### config.mk
export PLATFORM = sky130hd
export DESIGN_NAME = mrte_alu
export DESIGN_NICKNAME = d
export VERILOG_FILES = /design/src/hw/rtl/assert_macros.svh /design/src/hw/rtl/mrte_pkg.sv /design/src/hw/rtl/mrte_alu.sv
export SDC_FILE = /design/constraint.sdc
export NUM_CORES = 1
export LEC_CHECK = 0
export BUFFER_PORTS_ARGS = -buffer_cell sky130_fd_sc_hd__buf_2
export CELL_PAD_IN_SITES_DETAIL_PLACEMENT = 1
export CELL_PAD_IN_SITES_GLOBAL_PLACEMENT = 1
export CORE_ASPECT_RATIO = 2
export CORE_UTILIZATION = 45
export DETAILED_ROUTE_END_ITERATION = 7
export PLACE_DENSITY = 0.89
export RECOVER_POWER = 50
export SYNTH_ARGS = -nofsm -noshare
export SYNTH_HDL_FRONTEND = slang
export SYNTH_SLANG_ARGS = --single-unit
### constraint.sdc
create_clock -name vclk -period 8.7
set_input_delay 0.435 -clock vclk [all_inputs]
set_output_delay 0.435 -clock vclk [all_outputs]
set_load 0.01 [all_outputs]
### src/hw/rtl/assert_macros.svh
// Assertion helpers for the RTL
`ifndef ASSERT_MACROS_SVH
`define ASSERT_MACROS_SVH

// Check that a property holds on every clock edge outside reset
`define ASSERT_CLK(label, clk, rst, prop, msg) \
   label: assert property (@(posedge clk) disable iff (rst) (prop)) else $error(msg);

// Check that a property holds on every clock edge, reset included
`define ASSERT_ALWAYS(label, clk, prop, msg) \
   label: assert property (@(posedge clk) (prop)) else $error(msg);

`endif

### src/hw/rtl/mrte_pkg.sv
package mrte_pkg;

   // Operation numbers
   localparam logic [4:0] OP_AND = 5'd0;
   localparam logic [4:0] OP_NOR = 5'd1;
   localparam logic [4:0] OP_OR = 5'd2;
   localparam logic [4:0] OP_XOR = 5'd3;
   localparam logic [4:0] OP_SLLV = 5'd4;
   localparam logic [4:0] OP_SLL = 5'd5;
   localparam logic [4:0] OP_SRAV = 5'd6;
   localparam logic [4:0] OP_SRA = 5'd7;
   localparam logic [4:0] OP_SRLV = 5'd8;
   localparam logic [4:0] OP_SRL = 5'd9;
   localparam logic [4:0] OP_MFHI = 5'd10;
   localparam logic [4:0] OP_MFLO = 5'd11;
   localparam logic [4:0] OP_MTHI = 5'd12;
   localparam logic [4:0] OP_MTLO = 5'd13;
   localparam logic [4:0] OP_ADD = 5'd14;
   localparam logic [4:0] OP_ADDU = 5'd15;
   localparam logic [4:0] OP_SUB = 5'd16;
   localparam logic [4:0] OP_SUBU = 5'd17;
   localparam logic [4:0] OP_SLT = 5'd18;
   localparam logic [4:0] OP_SLTU = 5'd19;
   localparam logic [4:0] OP_DIV = 5'd20;
   localparam logic [4:0] OP_DIVU = 5'd21;
   localparam logic [4:0] OP_MULT = 5'd22;
   localparam logic [4:0] OP_MULTU = 5'd23;
   localparam logic [4:0] OP_JR = 5'd24;
   localparam logic [4:0] OP_JALR = 5'd25;
   localparam logic [4:0] OP_COP0 = 5'd26;
   localparam logic [4:0] OP_BREAK = 5'd27;
   localparam logic [4:0] OP_SYSCALL = 5'd28;

   // Exception report codes
   localparam logic [1:0] EXC_NONE = 2'd0;
   localparam logic [1:0] EXC_OVF = 2'd1;
   localparam logic [1:0] EXC_BP = 2'd2;
   localparam logic [1:0] EXC_SYS = 2'd3;

   // Cause.ExcCode values
   localparam logic [4:0] CODE_OVF = 5'h0c;
   localparam logic [4:0] CODE_BP = 5'h09;
   localparam logic [4:0] CODE_SYS = 5'h08;

   // Coprocessor 0 register numbers
   localparam logic [4:0] CP0_STATUS = 5'd12;
   localparam logic [4:0] CP0_CAUSE = 5'd13;
   localparam logic [4:0] CP0_EPC = 5'd14;

   localparam logic [31:0] TRAP_VECTOR = 32'hbfc00380;
   localparam logic [4:0] RS_ERET = 5'h10;
   localparam logic [5:0] FUNCT_ERET = 6'h18;
   localparam logic [4:0] RS_MFC0 = 5'h00;
   localparam logic [4:0] RS_MTC0 = 5'h04;

   // Request from the sequencer to the multiply and divide unit
   typedef struct packed {
      logic start;
      logic is_div;
      logic is_signed;
   } md_ctrl_type;

   // Status back from the multiply and divide unit
   typedef struct packed {
      logic done;
      logic [31:0] hi;
      logic [31:0] lo;
   } md_stat_type;

endpackage

### src/hw/rtl/mrte_alu.sv
module mrte_alu (
   input logic [4:0] op,
   input logic [31:0] a,
   input logic [31:0] b,
   input logic [4:0] sa,
   output logic [31:0] result,
   output logic ovf
);

   logic [4:0] sh;
   logic [31:0] sum, dif;

   assign sh = ((op == mrte_pkg::OP_SLL) || (op == mrte_pkg::OP_SRA) ||
                (op == mrte_pkg::OP_SRL)) ? sa : a[4:0];
   assign sum = a + b;
   assign dif = a - b;

   // Pick the result of one simple operation
   always_comb begin
      result = 32'd0;
      ovf = 1'b0;
      unique case (op)
         mrte_pkg::OP_AND: result = a & b;
         mrte_pkg::OP_NOR: result = ~(a | b);
         mrte_pkg::OP_OR: result = a | b;
         mrte_pkg::OP_XOR: result = a ^ b;
         mrte_pkg::OP_SLLV, mrte_pkg::OP_SLL: result = b << sh;
         mrte_pkg::OP_SRAV, mrte_pkg::OP_SRA: result = 32'($signed(b) >>> sh);
         mrte_pkg::OP_SRLV, mrte_pkg::OP_SRL: result = b >> sh;
         mrte_pkg::OP_ADD: begin
            result = sum;
            ovf = (sum[31] ^ a[31]) & ~(a[31] ^ b[31]);
         end
         mrte_pkg::OP_ADDU: result = sum;
         mrte_pkg::OP_SUB: begin
            result = dif;
            ovf = (dif[31] ^ a[31]) & (a[31] ^ b[31]);
         end
         mrte_pkg::OP_SUBU: result = dif;
         mrte_pkg::OP_SLT: result = {31'd0, $signed(a) < $signed(b)};
         mrte_pkg::OP_SLTU: result = {31'd0, a < b};
         default: result = 32'd0;
      endcase
   end

endmodule
After elaboration in Yosys (flattened, before gate mapping)
Cells that the tools add are included.
W data, S select, Z words.
- register bits: 0
- bits of input ports: 74
- word-level logic and storage cells: 43
- shift operators: 3
- eq/ne operators: 15
- add/sub/neg operators: 2
- reduce and logical (&&, ||, !) cells: 8
- bitwise operators: 10
- $lt $le $gt $ge: 2
- muxes and demuxes: 3
- operators with widths (operator ; count):
    $pmux W32 S11 ; 1
    $lt A32 B32 Y1 ; 2
    $add A32 B32 Y32 ; 1
    $and A32 B32 Y32 ; 1
    $not A32 Y32 ; 1
    $or A32 B32 Y32 ; 1
    $shl A32 B5 Y32 ; 1
    $shr A32 B5 Y32 ; 1
    $sshr A32 B5 Y32 ; 1
    $sub A32 B32 Y32 ; 1
    $xor A32 B32 Y32 ; 1
    $eq A5 B3 Y1 const B ; 4
    $eq A5 B4 Y1 const B ; 4
    $eq A5 B5 Y1 const B ; 4
    $eq A5 B2 Y1 const B ; 2
    $reduce_or A2 Y1 ; 5
    $eq A5 B1 Y1 const B ; 1
    $logic_not A5 Y1 ; 1
    $mux W5 ; 1
    $xor A1 B1 Y1 ; 3
    $and A1 B1 Y1 ; 2
    $logic_or A1 B1 Y1 ; 2
    $pmux W1 S2 ; 1
    $not A1 Y1 ; 1

Depth between registers and ports, before layout
- depth in word-level cells: 6
- gate-level depth with buffers: 14

Worst setup path after synthesis
Ideal clock, no wire load.
- path kind: input to output
- from: input port b[2]
- to: output port result[18]
- path slack: 5281 ps
- arrival time: 2984 ps
- required time: 8265 ps
- stages: 12
- cell sequence: clkbuf_1 -> inv_1 -> ha_1 -> o21bai_1 -> a21oi_1 -> o311ai_0 -> and2_1 -> o21bai_1 -> o31a_1 -> o21bai_1 -> a2111oi_0 -> or4_1
- cells in the longest elaborated chain, start to end: 2
- elaborated cells on any way between the ends: 6
- ends and longest elaborated chain (element ; line ; source):
    start, declared ; mrte_alu.sv:4 ; input logic [31:0] b,
    $sub A32 B32 Y32, or another cell as far along ; mrte_alu.sv:16 ; assign dif = a - b;
    $pmux W32 S11 * ; mrte_alu.sv:22 ; unique case (op)
    end, declared ; mrte_alu.sv:6 ; output logic [31:0] result,
Every way passes the cells marked *; elsewhere a longest branch is shown, timed or not.

Final worst setup path
- from: input port op[4]
- to: output port result[29]
- cells in the longest elaborated chain, start to end: 6
- elaborated cells on any way between the ends: 28
- ends and longest elaborated chain (element ; line ; source):
    start, declared ; mrte_alu.sv:2 ; input logic [4:0] op,
    $eq A5 B3 Y1 ; mrte_alu.sv:13, mrte_alu.sv:22 ;
    $logic_or A1 B1 Y1 (2 in a row) ; mrte_alu.sv:13 ; assign sh = ((op == mrte_pkg::OP_SLL) || (op == mrte_pkg::OP_SRA) ||
    $mux W5 ; mrte_alu.sv:14 ; (op == mrte_pkg::OP_SRL)) ? sa : a[4:0];
    $shr A32 B5 Y32, or another cell as far along ; mrte_alu.sv:29 ; mrte_pkg::OP_SRLV, mrte_pkg::OP_SRL: result = b >> sh;
    $pmux W32 S11 * ; mrte_alu.sv:22 ;
Marks and branches as above.

==> impl_results.md <==
- Placed instance count: between 1.5k and 2k
- Data required, critical path: just over 8 ns
- Via count: about 14k
- Clock buffer count: 0
- Post-DP HPWL: around 50000 um
- Hold_sp: sa[4]
- Layout net count: 1718
- Die Area: 22300 um^2
- Synth Cell Area: about 10000 um^2
- Fin crit share: 81.8%
- Slowest CP cell: clkbuf_1
- Complex-gate fraction of the synthesized area: between 40% and 50%
- IO Pins: 107
- First-pass DRT Iterations: 6
- Violated checks: capacitance limit, slew limit
- Hold path cells: 5
- Startpoint types: input pin
- Syn Inst Count: 1533
- Largest family of logic cells by synthesized area: compound AO/OA/AOI/OAI gates
- Final Hold Fails: 0
- CP Data Arrival Time: around 6.7 ns
- HP Class: in -> out
- Adder-cell share of the synthesized area: about 13%
- Synth Area in XOR/XNOR: less than 1%
- Worst-path maximum fanout: 31
- Final Wtd Congestion: around 1.2
- Initial antenna violation count: 10
- Worst-margin pin slew: about 1.9 ns
- Via density per instance: 7.91
- Status: complete, but fails checks
- Ys Warns: 0
- Post-CTS sizing: 0
- Setup TNS: 0 ns
- Synth-to-layout area growth: 5.57%
- Initial Util: between 40% and 50%
- Buf/Inv on CP: 4
- Core footprint: approximately 21000 um^2
- Final ANT Viol Nets: 0
- Sequential cell area: 0 um^2
- Die Wd: 106 um
- Finish-stage setup viols: 0
- Crit-path cells: clkbuf_1 -> nand4bb_1 -> o211ai_1 -> buf_4 -> nand2_1 -> clkbuf_1 -> nand2_1 -> o22ai_1 -> nor2_1 -> a211oi_1 -> o221ai_1 -> a211o_1 -> buf_2
- Share of cells above drive strength 1: 11.9%
- Hold-fix buffers, CTS: 0
- Fmax: around 0.14 GHz
- Total GRT Usage: between 50% and 60%
- Die Span Y: 210 um
- Routed wire length per instance: between 30 and 40 um
- Final wirelength: 63700 um
- Largest net degree at the start of global routing: 54
- RSZ-0062 raised after global routing: no
- Crit end category: primary output
- DRT iter0 DRCs: 1593
- Mux cell area share after synthesis: under 10%
- Gr ovfl total: 0
- Worst Hold Path EP: result[10]
- Setup CP Type: in -> out
- Post-CTS Setup Bufs: 0
- Delay of the slowest critical-path stage: between 1 and 1.5 ns
- Max-Cap Viols: 1
- Vias in the first global route: between 10k and 15k
- I/O Buffers: 107
- DR DRC count: 0
- Seq cells: 0
- Fin cells: approximately 1.8k
- First-pass GRT wire length: around 94000 um
- Tmin final: roughly 7.1 ns
- Rel. slew slack: -27.1%
- Final instance area: 10300 um^2
- Avg Cell Area, Syn: about 6.4 um^2
- Synth Area in Simple Gates: roughly 25%
- Max Slew Vio Count: 32
- Commonest non-fill, non-tap cell in the layout: nor2_1
- Post-synthesis sequential area ratio: 0%
- Netlist cell types: 95
- Most frequent cells in the layout: 147 x nor2_1, 137 x o21ai_0, 120 x nand2_1, 120 x a21oi_1, 97 x ha_1
- Post-place instance area: a little over 10000 um^2
- Syn Nets: 1706
- Cell Rows: 75
- Delay-heaviest family, CP: compound AO/OA/AOI/OAI gates
-- routing by layer --
layer,vias to the layer above,share of wire (%),track usage [%]
li1,5854,-,-
met1,6714,30,54.5
met2,1207,44,88.5
met3,572,12,24.3
met4,10,13,57.1
met5,-,0.093,2.30
-- cells by family after synthesis --
logic type      after synthesis
compound gates              632
xor+xnor                     11
fa+ha+maj                    99
buf+inv                     220
mux                          70
simple gates                501
-- per-stage QoR --
step                setup WS, ns  hold slack (ns)  utilization (%)
global placement            3.67             1.44             48.9
CTS                         3.59             1.44             48.9
floorplan                   5.28             1.13                -
global route                1.61             1.47             48.8
finish                      1.58             1.45             48.8
detailed placement          3.62             1.44             48.9
-- worst max-delay path by stage --
| stage | endpoint | startpoint | cells after the start | slack (ns) |
|---|---|---|---|---|
| after CTS | result[27] | op[3] | 12 | 3.59 |
| after floorplan | result[18] | b[2] | 12 | 5.28 |
| final | result[29] | op[4] | 13 | 1.58 |
| after global routing | result[29] | op[4] | 13 | 1.61 |
| after detailed placement | result[27] | op[3] | 12 | 3.62 |
| after global placement | result[27] | op[0] | 12 | 3.67 |
-- cell usage after synthesis, types with 37 or more instances --
cell | count | share of area, %
a211oi_1 | 37 | 2.8
a21oi_1 | 120 | 6.1
clkbuf_1 | 73 | 2.8
ha_1 | 97 | 12
inv_1 | 95 | 3.7
mux2i_1 | 56 | 5.7
nand2_1 | 120 | 4.6
nand3_1 | 46 | 2.4
nor2_1 | 148 | 5.7
nor3_1 | 63 | 3.2
o21ai_0 | 137 | 7.0
o22ai_1 | 39 | 2.5
-- worst min-delay path, delay by kind of cell --
family / cells / cell delay, ns
AO/OA/AOI/OAI: 1 / 0.09
buffers and inverters: 2 / 0.27
multiplexers: 1 / 0.11
AND/OR/NAND/NOR: 1 / 0.11
-- layout make-up --
class	instances	area, um^2
tap	269	337
inverter	96	360
timing repair buffer	134	719
fill	2953	10800
antenna	4	10.0
multi-input combinational	1313	8880
