<file path="config.mk">
export PLATFORM = sky130hd
export DESIGN_NAME = mrte_muldiv
export DESIGN_NICKNAME = d
export VERILOG_FILES = /design/src/hw/rtl/assert_macros.svh /design/src/hw/rtl/mrte_pkg.sv /design/src/hw/rtl/mrte_muldiv.sv
export SDC_FILE = /design/constraint.sdc
export NUM_CORES = 1
export LEC_CHECK = 0
export CORE_MARGIN = 2
export CORE_UTILIZATION = 44
export DETAILED_ROUTE_END_ITERATION = 7
export DONT_BUFFER_PORTS = 1
export PLACE_DENSITY = 0.68
export SYNTH_ARGS = -nofsm -noshare
export SYNTH_HDL_FRONTEND = slang
export SYNTH_SLANG_ARGS = --single-unit
</file>
<file path="constraint.sdc">
create_clock -name clock -period 7.85 [get_ports clock]
set_input_delay 0.3925 -clock clock [delete_from_list [all_inputs] [get_ports clock]]
set_output_delay 0.3925 -clock clock [all_outputs]
set_load 0.005 [all_outputs]
</file>
<file path="src/hw/rtl/assert_macros.svh">
// Assertion helpers for the RTL
`ifndef ASSERT_MACROS_SVH
`define ASSERT_MACROS_SVH

// Check that a property holds on every clock edge outside reset
`define ASSERT_CLK(label, clk, rst, prop, msg) \
   label: assert property (@(posedge clk) disable iff (rst) (prop)) else $error(msg);

// Check that a property holds on every clock edge, reset included
`define ASSERT_ALWAYS(label, clk, prop, msg) \
   label: assert property (@(posedge clk) (prop)) else $error(msg);

`endif

</file>
<file path="src/hw/rtl/mrte_pkg.sv">
package mrte_pkg;

   // Operation numbers
   localparam logic [4:0] OP_AND = 5'd0;
   localparam logic [4:0] OP_NOR = 5'd1;
   localparam logic [4:0] OP_OR = 5'd2;
   localparam logic [4:0] OP_XOR = 5'd3;
   localparam logic [4:0] OP_SLLV = 5'd4;
   localparam logic [4:0] OP_SLL = 5'd5;
   localparam logic [4:0] OP_SRAV = 5'd6;
   localparam logic [4:0] OP_SRA = 5'd7;
   localparam logic [4:0] OP_SRLV = 5'd8;
   localparam logic [4:0] OP_SRL = 5'd9;
   localparam logic [4:0] OP_MFHI = 5'd10;
   localparam logic [4:0] OP_MFLO = 5'd11;
   localparam logic [4:0] OP_MTHI = 5'd12;
   localparam logic [4:0] OP_MTLO = 5'd13;
   localparam logic [4:0] OP_ADD = 5'd14;
   localparam logic [4:0] OP_ADDU = 5'd15;
   localparam logic [4:0] OP_SUB = 5'd16;
   localparam logic [4:0] OP_SUBU = 5'd17;
   localparam logic [4:0] OP_SLT = 5'd18;
   localparam logic [4:0] OP_SLTU = 5'd19;
   localparam logic [4:0] OP_DIV = 5'd20;
   localparam logic [4:0] OP_DIVU = 5'd21;
   localparam logic [4:0] OP_MULT = 5'd22;
   localparam logic [4:0] OP_MULTU = 5'd23;
   localparam logic [4:0] OP_JR = 5'd24;
   localparam logic [4:0] OP_JALR = 5'd25;
   localparam logic [4:0] OP_COP0 = 5'd26;
   localparam logic [4:0] OP_BREAK = 5'd27;
   localparam logic [4:0] OP_SYSCALL = 5'd28;

   // Exception report codes
   localparam logic [1:0] EXC_NONE = 2'd0;
   localparam logic [1:0] EXC_OVF = 2'd1;
   localparam logic [1:0] EXC_BP = 2'd2;
   localparam logic [1:0] EXC_SYS = 2'd3;

   // Cause.ExcCode values
   localparam logic [4:0] CODE_OVF = 5'h0c;
   localparam logic [4:0] CODE_BP = 5'h09;
   localparam logic [4:0] CODE_SYS = 5'h08;

   // Coprocessor 0 register numbers
   localparam logic [4:0] CP0_STATUS = 5'd12;
   localparam logic [4:0] CP0_CAUSE = 5'd13;
   localparam logic [4:0] CP0_EPC = 5'd14;

   localparam logic [31:0] TRAP_VECTOR = 32'hbfc00380;
   localparam logic [4:0] RS_ERET = 5'h10;
   localparam logic [5:0] FUNCT_ERET = 6'h18;
   localparam logic [4:0] RS_MFC0 = 5'h00;
   localparam logic [4:0] RS_MTC0 = 5'h04;

   // Request from the sequencer to the multiply and divide unit
   typedef struct packed {
      logic start;
      logic is_div;
      logic is_signed;
   } md_ctrl_type;

   // Status back from the multiply and divide unit
   typedef struct packed {
      logic done;
      logic [31:0] hi;
      logic [31:0] lo;
   } md_stat_type;

endpackage

</file>
<file path="src/hw/rtl/mrte_muldiv.sv">
module mrte_muldiv (
   input logic clock,
   input logic reset,
   input mrte_pkg::md_ctrl_type ctrl,
   input logic [31:0] op_a,
   input logic [31:0] op_b,
   output mrte_pkg::md_stat_type stat
);

   logic busy_ff, busy_in;
   logic [5:0] cnt_ff, cnt_in;
   logic is_div_ff, is_div_in;
   logic neg_q_ff, neg_q_in;
   logic neg_r_ff, neg_r_in;
   logic [31:0] b_ff, b_in;
   logic [63:0] acc_ff, acc_in;
   logic done_ff, done_in;
   logic [31:0] hi_ff, hi_in;
   logic [31:0] lo_ff, lo_in;

   logic na, nb;
   logic [31:0] ua, ub;
   logic [32:0] trial;
   logic [32:0] psum;
   logic [31:0] q_fix, r_fix;
   logic [63:0] p_fix;

   // Take operand magnitudes for signed work
   assign na = ctrl.is_signed & op_a[31];
   assign nb = ctrl.is_signed & op_b[31];
   assign ua = na ? (32'd0 - op_a) : op_a;
   assign ub = nb ? (32'd0 - op_b) : op_b;

   // One restoring divide step or one shift-add multiply step
   assign trial = {acc_ff[63:31]} - {1'b0, b_ff};
   assign psum = {1'b0, acc_ff[63:32]} + (acc_ff[0] ? {1'b0, b_ff} : 33'd0);

   assign q_fix = neg_q_ff ? (32'd0 - acc_ff[31:0]) : acc_ff[31:0];
   assign r_fix = neg_r_ff ? (32'd0 - acc_ff[63:32]) : acc_ff[63:32];
   assign p_fix = neg_q_ff ? (64'd0 - acc_ff) : acc_ff;

   always_comb begin
      busy_in = busy_ff;
      cnt_in = cnt_ff;
      is_div_in = is_div_ff;
      neg_q_in = neg_q_ff;
      neg_r_in = neg_r_ff;
      b_in = b_ff;
      acc_in = acc_ff;
      done_in = 1'b0;
      hi_in = hi_ff;
      lo_in = lo_ff;
      if (ctrl.start) begin
         busy_in = 1'b1;
         cnt_in = 6'd0;
         is_div_in = ctrl.is_div;
         neg_q_in = na ^ nb;
         neg_r_in = na;
         b_in = ub;
         acc_in = {32'd0, ua};
      end else if (busy_ff) begin
         if (cnt_ff == 6'd32) begin
            // Finish: apply sign and report
            busy_in = 1'b0;
            done_in = 1'b1;
            if (is_div_ff) begin
               hi_in = r_fix;
               lo_in = q_fix;
            end else begin
               hi_in = p_fix[63:32];
               lo_in = p_fix[31:0];
            end
         end else begin
            cnt_in = cnt_ff + 6'd1;
            if (is_div_ff) begin
               if (!trial[32]) acc_in = {trial[31:0], acc_ff[30:0], 1'b1};
               else acc_in = {acc_ff[62:0], 1'b0};
            end else begin
               acc_in = {psum, acc_ff[31:1]};
            end
         end
      end
   end

   always_ff @(posedge clock) begin
      if (reset) begin
         busy_ff <= 1'b0;
         done_ff <= 1'b0;
      end else begin
         busy_ff <= busy_in;
         done_ff <= done_in;
      end
      cnt_ff <= cnt_in;
      is_div_ff <= is_div_in;
      neg_q_ff <= neg_q_in;
      neg_r_ff <= neg_r_in;
      b_ff <= b_in;
      acc_ff <= acc_in;
      hi_ff <= hi_in;
      lo_ff <= lo_in;
   end

   assign stat.done = done_ff;
   assign stat.hi = hi_ff;
   assign stat.lo = lo_ff;

endmodule

</file>
### Word-level counts from Yosys, hierarchy flattened

Index checks and enable logic that the tools add are counted.

* flip-flop bits (word level): 171
* output and inout bits: 65
* input port bits: 69
* word-level logic and storage cells: 49

* bitwise gates (word level): 6
* add/subtract/negate cells: 8
* muxes and demuxes: 17
* reduce and logical (&&, ||, !) cells: 5
* equal/unequal tests: 2

Operators with widths (number)
* two-way mux 32 bit: 10
* two-way mux 64 bit: 3
* subtractor 1 x 32 -> 32 bit, first input constant: 4
* subtractor 1 x 64 -> 64 bit, first input constant: 1
* adder 32 x 32 -> 33 bit: 1
* subtractor 33 x 32 -> 33 bit: 1
* adder 6 x 1 -> 6 bit, second input constant: 1
* == test 6 bit, second input constant: 1
* two-way mux 1 bit: 4
* AND reduction 2 bit: 2
* inverter 1 bit: 3
* AND reduction 3 bit: 1
* OR reduction 3 bit: 1
* bitwise AND 1 bit: 2
* != test 2 bit, second input constant: 1
* nonzero test 2 bit: 1
* bitwise XOR 1 bit: 1

### Longest topological paths before layout

* depth in word-level cells: 6
* depth in mapped cells: 14

### Worst setup path before layout

Ideal clock, no wire load.

* path type: reg-to-reg
* start: register cnt_ff[3]
* end: register hi_ff[0] (enable)
* stages on the path, launching flop included: 4
* arrival: 5.450 ns
* path buffers: 0
* period minus slack after synthesis: 6.030 ns
* setup slack: 1.820 ns
* required time: 7.270 ns
* cell sequence: dfxtp_1 > nor4b_1 > nand2_1 > nor3b_1

* word-level cells in the longest chain between the ends: 2

Ends and longest elaborated chain
* start, declared: RTL line mrte_muldiv.sv:11 `logic [5:0] cnt_ff, cnt_in;`
* start signal, assigned: RTL line mrte_muldiv.sv:93 `cnt_ff <= cnt_in;`
* == test 6 bit: RTL line mrte_muldiv.sv:62 `if (cnt_ff == 6'd32) begin`
* AND reduction 3 bit (no source line)
* end signal, assigned: RTL line mrte_muldiv.sv:99 `hi_ff <= hi_in;`
* end, declared: RTL line mrte_muldiv.sv:18 `logic [31:0] hi_ff, hi_in;`

Every way passes these cells.
A chain may end at the register's enable or synchronous reset.

### Worst setup path in the final report

* start: register acc_ff[0]
* end: register acc_ff[62]

* word-level cells in the longest chain between the ends: 3

Ends and longest elaborated chain
* start, declared: RTL line mrte_muldiv.sv:16 `logic [63:0] acc_ff, acc_in;`
* start signal, assigned: RTL line mrte_muldiv.sv:98 `acc_ff <= acc_in;`
* two-way mux 32 bit: RTL line mrte_muldiv.sv:36 `assign psum = {1'b0, acc_ff[63:32]} + (acc_ff[0] ? {1'b0, b_ff} : 33'd0);`
* adder 32 x 32 -> 33 bit: RTL line mrte_muldiv.sv:36
* two-way mux 64 bit: RTL line mrte_muldiv.sv:75 `if (is_div_ff) begin`

Every way passes these cells.

==> impl_metrics.xml <==
<?xml version="1.0" encoding="UTF-8"?>
<metrics>
  <group name="timing">
    <metric name="finalHoldViolCount" unit="">0</metric>
    <metric name="timing.clock.skew" unit="ns">0.0196</metric>
    <metric name="timing_max_transition_violations_final" unit="">0</metric>
    <metric name="fin_setup_tns" unit="ns">0</metric>
    <metric name="top_achievable_clock_speed" unit="MHz">230</metric>
    <metric name="max_slew.worst_pin.slew" unit="ns">1.09</metric>
    <metric name="fin_crit" unit="ns">4.35</metric>
    <metric name="hold-worst-slack" unit="ns">0.0448</metric>
    <metric name="setup-violations-final" unit="">0</metric>
    <metric name="final_worst_setup_slack" unit="ns">3.50</metric>
    <metric name="period_share" unit="%">55.4</metric>
    <metric name="rsz0062_at_grt" unit="">false</metric>
    <metric name="slew_headroom" unit="%">27.3</metric>
  </group>
  <group name="logic_synthesis">
    <metric name="yosys.cell_types.count" unit="">73</metric>
    <metric name="cell_count_after_synthesis" unit="">1502</metric>
    <metric name="postSynthNetCount" unit="">1643</metric>
    <metric name="mean_area_per_synthesized_cell" unit="sq um">8.67</metric>
    <metric name="yosys_most_used_dff" unit="">edfxtp_1</metric>
    <metric name="synthTopCellsByArea" unit="">edfxtp_1 (30%), ha_1 (6.7%), dfxtp_1 (6.1%)</metric>
    <metric name="synth_top_cells_by_count" unit="">nand2_1 (147), nor2_1 (143), edfxtp_1 (131), a21oi_1 (122), o21ai_0 (115)</metric>
    <metric name="synth_seq_area_share" unit="%">36.4</metric>
    <metric name="synth.cell_area" unit="sq um">13000</metric>
    <metric name="synthMostInstantiatedCell" unit="">nand2_1</metric>
    <metric name="post-synth-top-area-cell" unit="">edfxtp_1</metric>
    <metric name="synth_enable_flop_cells" unit="">131</metric>
    <metric name="postSynthRegisterBits" unit="">171</metric>
    <metric name="postSynth.asyncResetShare" unit="%">0</metric>
    <metric name="yosysWarningCount" unit="">0</metric>
    <metric name="area_share_of_the_largest_cell_type_after_synthesis" unit="%">30.2</metric>
  </group>
  <group name="global_routing">
    <metric name="grt_util_all_layers" unit="%">24.1</metric>
    <metric name="grt_remaining_overflow" unit="">0</metric>
    <metric name="grt_pass1_vias" unit="">10500</metric>
    <metric name="antenna_violations_before_repair" unit="">0</metric>
    <metric name="grt_start_max_net_pins" unit="">129</metric>
    <metric name="grt_first_pass_wirelength" unit="mm">58.4</metric>
  </group>
  <group name="critical_path">
    <metric name="critPathLaunchType" unit="">flop</metric>
    <metric name="crit_buf_inv" unit="">2</metric>
    <metric name="worstPathMaxFanout" unit="">28</metric>
    <metric name="kind_of_critical_path" unit="">flop to flop</metric>
    <metric name="cp_slowest_cell" unit="">o41ai_2</metric>
    <metric name="path_cells" unit="">inv_1, buf_4, nor2_1, ha_1, a2111o_1, a31oi_1, and3_1, a211oi_1, o41ai_2, o221ai_1, a311o_1, a21oi_1, a311oi_1</metric>
    <metric name="critical-path-max-stage-delay" unit="ns">0.61</metric>
    <metric name="worst_ep_required_time" unit="ns">8.13</metric>
    <metric name="cp.arrival" unit="ns">4.63</metric>
    <metric name="cp_top_family" unit="">compound AO/OA/AOI/OAI gates</metric>
    <metric name="critPathCaptureType" unit="">flop</metric>
  </group>
  <group name="job">
    <metric name="timing.max_cap.violations" unit="">0</metric>
  </group>
  <group name="clocking">
    <metric name="worst_case_clock_buffer_depth" unit="">2</metric>
    <metric name="cts_post_setup_buffers_inserted" unit="">0</metric>
    <metric name="cts_htree_levels" unit="">4</metric>
    <metric name="clock_tree_from_tritoncts" unit="">done</metric>
    <metric name="cts-buffers-inserted" unit="">17</metric>
    <metric name="post_cts_hold_buffer_count" unit="">1</metric>
    <metric name="clock_insertion_delay_worst_skew" unit="ns">0.45</metric>
    <metric name="clkTransAtPathRegs" unit="ns">0.07</metric>
    <metric name="tritoncts_sinks" unit="">171</metric>
    <metric name="clk_root_buffer_cell" unit="">clkbuf_16</metric>
    <metric name="cts_resized" unit="">0</metric>
  </group>
  <group name="placed_design">
    <metric name="buffer_ports.inserted" unit="">0</metric>
    <metric name="place_inst" unit="">1831</metric>
    <metric name="dpl_worst_slack" unit="ns">3.59</metric>
    <metric name="detailedPlacementHpwl" unit="mm">28.5</metric>
    <metric name="gp_congestion" unit="">0.975</metric>
  </group>
  <group name="drt">
    <metric name="antenna_violating_nets_post_route" unit="">0</metric>
    <metric name="detail_route.drc_violations" unit="">0</metric>
    <metric name="wl_met3" unit="mm">3.13</metric>
    <metric name="dr_total_vias" unit="">11300</metric>
    <metric name="met1_length" unit="mm">17.4</metric>
    <metric name="drt-initial-drc-count" unit="">982</metric>
    <metric name="wl_met2" unit="mm">16.1</metric>
    <metric name="avgRoutedWirePerCell" unit="um">20.2</metric>
    <metric name="maxUsedRoutingLayer" unit="">met4</metric>
    <metric name="drt-pass1-iter-count" unit="">5</metric>
    <metric name="detail_route.vias_per_cell" unit="">6.08</metric>
    <metric name="detail_route.wirelength" unit="mm">37.6</metric>
  </group>
  <group name="power_and_ir_drop">
    <metric name="p_leak" unit="nW">5.46</metric>
    <metric name="p_clk_share" unit="%">29.6</metric>
    <metric name="post-layout-total-power" unit="W">0.00282</metric>
    <metric name="power_frac_seq" unit="%">41.2</metric>
    <metric name="sw_ratio" unit="%">35.9</metric>
    <metric name="internal-power" unit="W">0.00181</metric>
    <metric name="power.density" unit="nW/um^2">203</metric>
    <metric name="switching_power" unit="W">0.00101</metric>
    <metric name="combPwrFrac" unit="%">29.2</metric>
    <metric name="ir_drop" unit="uV">147</metric>
  </group>
  <group name="cells_and_area">
    <metric name="layout-area-overhead-vs-synth" unit="%">6.83</metric>
    <metric name="drive_gt1_share" unit="%">3.85</metric>
    <metric name="regArea" unit="sq um">4730</metric>
    <metric name="layout.filler_cells" unit="">2782</metric>
    <metric name="instances_no_fill" unit="">1863</metric>
    <metric name="multiInputGateArea" unit="sq um">7790</metric>
    <metric name="antenna_cells_inserted" unit="">0</metric>
    <metric name="nNetsFinal" unit="">1608</metric>
  </group>
  <group name="floorplan">
    <metric name="initial_utilization" unit="%">45.0</metric>
    <metric name="io_pins" unit="">134</metric>
    <metric name="core_region_area" unit="sq um">28900</metric>
    <metric name="fp.dieH" unit="um">176</metric>
    <metric name="floorplan.die.width" unit="um">176</metric>
    <metric name="dieArea" unit="sq um">31000</metric>
    <metric name="row_count" unit="">62</metric>
  </group>
  <group name="status">
    <metric name="run_status" unit="">complete, no violations</metric>
  </group>
  <group name="min_path">
    <metric name="worst_hold_path_type" unit="">input port to flop</metric>
  </group>
</metrics>
[area by class of cell]
cell class	count	share of cell area (%)
well taps	384	3.45
flip-flops and latches	171	34.0
clock buffers	17	3.06
multi-input cells	1199	56.0
clock inverters	14	1.06
repair buffers	10	0.558
inverters	68	1.83
[power by group through the flow]
| stage | clock network, W | registers (W) | logic [W] |
|---|---|---|---|
| finish | 0.000835 | 0.00116 | 0.000824 |
| floorplan | 0 | 0.00113 | 0.000634 |
| CTS | 0.000847 | 0.00116 | 0.000810 |
| global route | 0.000882 | 0.00117 | 0.000910 |
| detailed placement | 0 | 0.00118 | 0.000805 |
| global placement | 0 | 0.00118 | 0.000799 |
[sequential cells by signal, indices dropped and copies added, names as in the netlist]
| register | flops |
|---|---|
| neg_q_ff | 1 |
| cnt_ff | 6 |
| hi_ff | 32 |
| is_div_ff | 1 |
| neg_r_ff | 1 |
| busy_ff | 1 |
| b_ff | 32 |
| done_ff | 1 |
| lo_ff | 32 |
| acc_ff | 64 |
[placed cells by master (no fill, tap or decap), drive strengths merged, types with 11 or more instances in the layout]
cell type	Yosys	layout
ha	70	70
o21bai	14	14
dfxtp	40	40
edfxtp	131	131
or4	11	11
a21oi	123	123
nand2	147	147
xor2	81	81
o21ai	118	118
nand3	24	24
mux2i	33	33
a21o	21	21
nor2	144	144
o31ai	20	20
inv	68	76
nor4	23	23
nor2b	16	16
or3	17	17
nor3	41	41
nand4	11	11
clkbuf	55	17
nand2b	16	16
a31oi	21	21
xnor2	89	89
a211oi	29	29
o41ai	13	13
and2	11	11
[worst reg2reg max path, delay by kind of cell (launching register included)]
family / cells / cell delay (ns)
AOI/OAI and AO/OA: 8 / 2.31
buffers and inverters: 2 / 0.60
DFF: 1 / 0.53
adders and majority gates: 1 / 0.41
and+or+nand+nor: 2 / 0.35
[through the flow]
stage                     util, %  instance area, sq um
final                        48.1                 13900
after global routing         48.1                 13900
after CTS                    48.1                 13900
after detailed placement     46.1                 13300
after global placement       46.1                 13300
after floorplan                 -                 13000
[layer usage]
layer  vias to the layer above  track usage (%)
li1                       5453                -
met1                      5297             34.1
met2                       506             36.3
met4                         0             8.20
met5                         -                0
met3                        66             5.34
[logic make-up (layout without fill, tap and decap cells)]
| kind of cell | count (synthesis) | after routing | synth area share [%] |
|---|---|---|---|
| adders and majority gates | 72 | 72 | 7.03 |
| xor gates and xnor gates | 170 | 170 | 11.4 |
| AOI/OAI and AO/OA | 428 | 428 | 20.5 |
| muxes | 34 | 34 | 2.62 |
| buffers and inverters | 132 | 109 | 3.87 |
| and+or+nand+nor | 495 | 495 | 18.2 |
| DFF | 171 | 171 | 36.4 |
[worst paths after layout]
path              startpoint    endpoint  slack, ns  cells past startpoint
setup reg to reg   acc_ff[0]  acc_ff[62]       3.50                     13
hold / removal       ctrl[1]   is_div_ff       0.04                      0
hold reg to reg    cnt_ff[1]   cnt_ff[1]       0.50                      2
setup / recovery   acc_ff[0]  acc_ff[62]       3.50                     13
Note: power is estimated with default switching activity, not from simulation.
